## src/rtl/tsbs_pkg.sv

```systemverilog
// Package for the touch stroke Bezier smoother: widths, reset values and output limits.
// No dependencies.
package tsbs_pkg;
    localparam int COORD_BITS_DEF  = 12;
    localparam int T_FRAC_BITS_DEF = 16;
    localparam int CP_FRAC         = 8;
    localparam int OUT_W           = 15;
    localparam int STEP_W          = 6;
    localparam logic [STEP_W-1:0] STEPS_RESET = 6'd50;
    localparam int OUT_MAX = 16383;
    localparam int OUT_MIN = -16384;
endpackage

```

## src/rtl/tsbs_front.sv

```systemverilog
// Front end: accepts samples, tracks stroke state and queues segment commands.
// Depends on tsbs_pkg.
module tsbs_front import tsbs_pkg::*; #(
    parameter int COORD_BITS = COORD_BITS_DEF
) (
    input  logic                  i_clk,
    input  logic                  i_rst_n,
    input  logic                  i_valid,
    output logic                  o_ready,
    input  logic [11:0]           i_x_pos,
    input  logic [11:0]           i_y_pos,
    input  logic                  i_release_req,
    output logic                  o_cmd_valid,
    input  logic                  i_cmd_ready,
    output logic [6*COORD_BITS+2-1:0] o_cmd
);
    localparam int CW = 6*COORD_BITS+2;
    logic [COORD_BITS-1:0] r_ox, r_oy, r_nx, r_ny;
    logic [1:0] r_cnt;
    // two-entry queue
    logic [CW-1:0] r_q [2];
    logic r_wp, r_rp;
    logic [1:0] r_fill;
    logic acc, push, pop;
    logic [1:0] cnt_eff;
    logic [COORD_BITS-1:0] x, y;

    assign x = COORD_BITS'(i_x_pos);
    assign y = COORD_BITS'(i_y_pos);
    assign o_ready = (r_fill != 2'd2);
    assign acc = i_valid && o_ready;
    assign cnt_eff = i_release_req ? 2'd0 : r_cnt;
    assign push = acc && (i_y_pos != 12'd0);
    assign pop = o_cmd_valid && i_cmd_ready;
    assign o_cmd_valid = (r_fill != 2'd0);
    assign o_cmd = r_q[r_rp];

    always_ff @(posedge i_clk) begin
        if (!i_rst_n) begin
            r_ox <= '0; r_oy <= '0; r_nx <= '0; r_ny <= '0;
            r_cnt <= '0; r_wp <= 1'b0; r_rp <= 1'b0; r_fill <= '0;
        end else begin
            if (push) begin
                r_q[r_wp] <= {cnt_eff, r_ox, r_oy, r_nx, r_ny, x, y};
                r_wp <= ~r_wp;
                r_ox <= r_nx; r_oy <= r_ny; r_nx <= x; r_ny <= y;
                r_cnt <= (cnt_eff == 2'd3) ? 2'd3 : cnt_eff + 2'd1;
            end else if (acc && i_release_req) begin
                r_cnt <= '0;
            end
            if (pop) r_rp <= ~r_rp;
            r_fill <= r_fill + {1'b0, push} - {1'b0, pop};
        end
    end

    a_fill: assert property (@(posedge i_clk) disable iff (!i_rst_n)
        r_fill <= 2'd2) else $error("queue overfill");
    a_nopush_full: assert property (@(posedge i_clk) disable iff (!i_rst_n)
        (r_fill == 2'd2) |-> !push) else $error("push into full queue");
    a_cnt_sat: assert property (@(posedge i_clk) disable iff (!i_rst_n)
        ($past(r_cnt) == 2'd3 && !$past(acc && i_release_req)) |-> r_cnt == 2'd3)
        else $error("stroke count left saturation");
endmodule

```

## config.mk

```make
export PLATFORM = sky130hd
export DESIGN_NAME = tsbs_front
export DESIGN_NICKNAME = d
export VERILOG_FILES = /design/src/rtl/tsbs_pkg.sv /design/src/rtl/tsbs_front.sv
export SDC_FILE = /design/constraint.sdc
export NUM_CORES = 1
export LEC_CHECK = 0
export ABC_CLOCK_PERIOD_IN_PS = 7800
export BUFFER_PORTS_ARGS = -buffer_cell sky130_fd_sc_hd__buf_2
export CORE_MARGIN = 2
export CORE_UTILIZATION = 57
export CTS_CLUSTER_DIAMETER = 30
export DETAILED_ROUTE_END_ITERATION = 6
export PLACE_DENSITY = 0.75
export SLEW_MARGIN = 20
export SYNTH_ARGS = -nofsm -noshare
export SYNTH_HDL_FRONTEND = slang
export SYNTH_SLANG_ARGS = --single-unit
```

## constraint.sdc

```tcl
create_clock -name i_clk -period 7.8 [get_ports i_clk]
set_input_delay 0.78 -clock i_clk [delete_from_list [all_inputs] [get_ports i_clk]]
set_output_delay 0.78 -clock i_clk [all_outputs]
set_load 0.05 [all_outputs]
```

==> out/metrics.cfg <==
[run_status]
run_status = complete, no violations

[sta]
fin_tns_setup_ns = 0
timing.final.hold_violations = 0
fmaxAchievable_mhz = 291.9
final.period_utilization_pct = 43.93
tightestPinTransition_ns = 1.035
post-route-worst-setup-slack_ns = 4.374
slew_violations = 0
rsz0062_at_grt = no
worst_slew_margin_rel_pct = 30.98
final_period_minus_worst_setup_slack_ns = 3.426
setup-violations-final = 0
fin_skew_ns = 0.01136

[pwr]
cellLeakagePower_nw = 3.361
power_after_layout_mw = 3.681
vdd.ir_drop.worst_v = 0.0002384
powerDensity_mw_per_mm2 = 400.4

[detailed_routing]
dr.pass1.iters = 6
drtAntennaViolNets = 0
dr.max_layer_used = met4
route.final.wire_length_um = 13550
routedLengthMet1_um = 5897
route.met2.wl_um = 6812
met3RoutedLength_um = 629
via_per_inst = 5.294
detail_route.iter0.violations = 285
detailroute.via_count = 4108
wl_per_cell_um = 17.47
drcViolationCount = 0

[final_layout]
syn_to_final_growth_pct = 24.50
finish.instance_area_mm2 = 0.009195
n_fill_cell = 801
finish.utilization_pct = 72.86
fraction_of_final_layout_cells_sized_beyond_drive_strength_1_pct = 40.40
antenna_cells_inserted = 0
layout.nets = 609

[logic_synthesis]
syn-num-nets = 491
ys_seq_area_share_pct = 75.08
synthDistinctLibCells = 27
synthesis.yosys.warnings = 0
ys_seq_elements = 203
netlist_area_mm2 = 0.007386
post_synth.cell_area_avg_um2 = 16.06
synthCells = 460

[cts]
clock_input_transition_at_the_sequential_cells_of_the_worst_setup_and_hold_paths_ns = 0.05
cts_repair_resize_count = 0
cts_inserted_buffers = 36
htree_levels = 2
cts_hold_repair.buffers = 0
post-cts-setup-buffers = 0
cts_sinks = 203
cts_tree = done
ctsRootBufferMaster = clkbuf_16
worst_skew_pair_latency_ns = 0.47
ctsLongestPathBuffers = 3

[worst_setup_path]
critPathSlowestCell = buf_4
worstPathCellList = buf_2 > nor4_4 > a311oi_4 > buf_4 > nand2_1 > nor2_4 > buf_4
cp_data_arrival_time_ns = 3.52
critPathMaxFanout = 60
cp-start-kind = primary input
r2r_start = r_fill[1]$_SDFF_PN0_
endpoint_kind = flip-flop
critical_setup_path_kind = in -> reg
worstSetupStartpoint = i_y_pos[7]
cp.required_ns = 7.89
cell_repeated_most_along_the_worst_path = buf_4
worst_path_dominant_cell_family = buffers and inverters
critical-path-max-stage-delay_ns = 0.73
number_of_buffers_and_inverters_on_the_critical_path = 3

[die]
fp.dieW_um = 117.8
boundaryPins = 105
std_cell_rows = 41
dieArea_mm2 = 0.01388
fp.dieH_um = 117.8
core_area_mm2 = 0.01262
start_util_pct = 58.53

[global_routing]
grt_max_degree = 82
antenna_violations_before_repair = 0
number_of_global_route_vias_before_repair = 4188
globalRouteTotalUtil_pct = 19.50
grt_first_pass_wirelength_um = 21560
overflow = 0

[run]
maxCapViolCount = 0

[worst_hold_path]
holdCritStartpoint = r_ox[1]$_SDFFE_PN0P_
hold_class = reg -> reg

[placed_design]
dpl_worst_slack_ns = 3.877
io_buffer_count = 104
postPlaceCellArea_mm2 = 0.008014
gp_congestion = 0.7799
dpl.hpwl_um = 7727

[cell type report]
cell class              count  area [um2]  share of cell area (%)
clock buffers              51        1030                   11.20
clock inverters            13       151.4                   1.646
inverters                   4       15.01                  0.1633
multi-input cells         226        1692                   18.40
flip-flops and latches    203        5549                   60.35
well taps                 172       215.2                   2.340
repair buffers            107       543.0                   5.906
[state kept, by name (all words and copies together) (netlist names), named ones only]
name / cells
r_cnt: 2
r_fill: 2
r_nx: 12
r_ny: 12
r_ox: 12
r_oy: 12
r_q: 148
r_rp: 1
r_wp: 1
[power breakdown]
| part | internal (mW) | switching (mW) | leakage, nW |
|---|---|---|---|
| Combinational | 0.234 | 0.582 | 0.955 |
| Sequential | 1.28 | 0.0958 | 1.83 |
| Clock | 1.01 | 0.473 | 0.574 |
[worst paths after layout]
kind,endpoint,slack (ns),depth (start not counted)
min reg2reg,r_q[1][61]$_DFFE_PP_,0.44,0
max reg2reg,r_q[0][37]$_DFFE_PP_,4.39,6
max,r_q[0][37]$_DFFE_PP_,4.37,7
min,r_q[1][61]$_DFFE_PP_,0.44,0
[synthesized netlist by cell type, drive strengths merged]
| master | number | area, um2 |
|---|---|---|
| nor2b | 6 | 37.54 |
| and3 | 1 | 6.260 |
| and2 | 3 | 18.77 |
| mux2 | 74 | 833.3 |
| nand3 | 47 | 235.2 |
| o221a | 1 | 11.26 |
| nor4 | 3 | 63.81 |
| mux2i | 1 | 10.01 |
| or2 | 1 | 6.260 |
| nor2 | 2 | 7.510 |
| a311oi | 1 | 26.28 |
| nand2 | 31 | 116.4 |
| inv | 4 | 15.01 |
| clkbuf | 11 | 41.29 |
| edfxtp | 148 | 4444 |
| buf | 16 | 105.1 |
| a21oi | 1 | 5.000 |
| o22ai | 4 | 25.02 |
| dfxtp | 55 | 1101 |
| ha | 2 | 25.02 |
| xnor2 | 3 | 26.28 |
| o21ai | 45 | 225.2 |
[layout by cell type (no fill, tap or decap), types with 2 or more instances in the layout]
cell        synthesis  routed
and2_1              3       3
buf_2               9     104
buf_4               3       3
bufinv_16           0       3
clkbuf_1           11      10
clkbuf_16           0      38
clkbuf_8            0       3
clkinv_2            0       5
clkinv_4            0       2
clkinvlp_4          0       2
dfxtp_1            55      54
edfxtp_1          148     148
ha_1                2       2
inv_1               3       3
mux2_2             74      74
nand2_1            31      31
nand3_1            47      47
nor2b_1             6       6
nor4_4              3       3
o21ai_0            17      17
o21ai_1            28      28
o22ai_1             4       4
xnor2_1             3       3
[kinds of logic (layout without fill, tap and decap cells)]
group / count (synthesis) / after routing / synth area share (%)
flops: 203 / 203 / 75.08
buf+inv: 31 / 175 / 2.185
xor+xnor: 3 / 3 / 0.3558
simple gates: 94 / 94 / 6.658
mux: 75 / 75 / 11.42
fa+ha+maj: 2 / 2 / 0.3388
compound gates: 52 / 52 / 3.964
[per-stage QoR]
stage                     hold WS [ns]  cells
after floorplan                 0.4252    460
after global placement          0.4293    712
after detailed placement        0.4382    712
after CTS                       0.4460    776
after global routing            0.4608    776
final                           0.4424    776
[metal layers]
metal,up-vias,global-route usage (%)
li1,1966,-
met1,2006,24.93
met2,115,33.03
met3,21,4.603
met4,0,6.401
met5,-,0
Note: power is estimated with default switching activity, not from simulation.
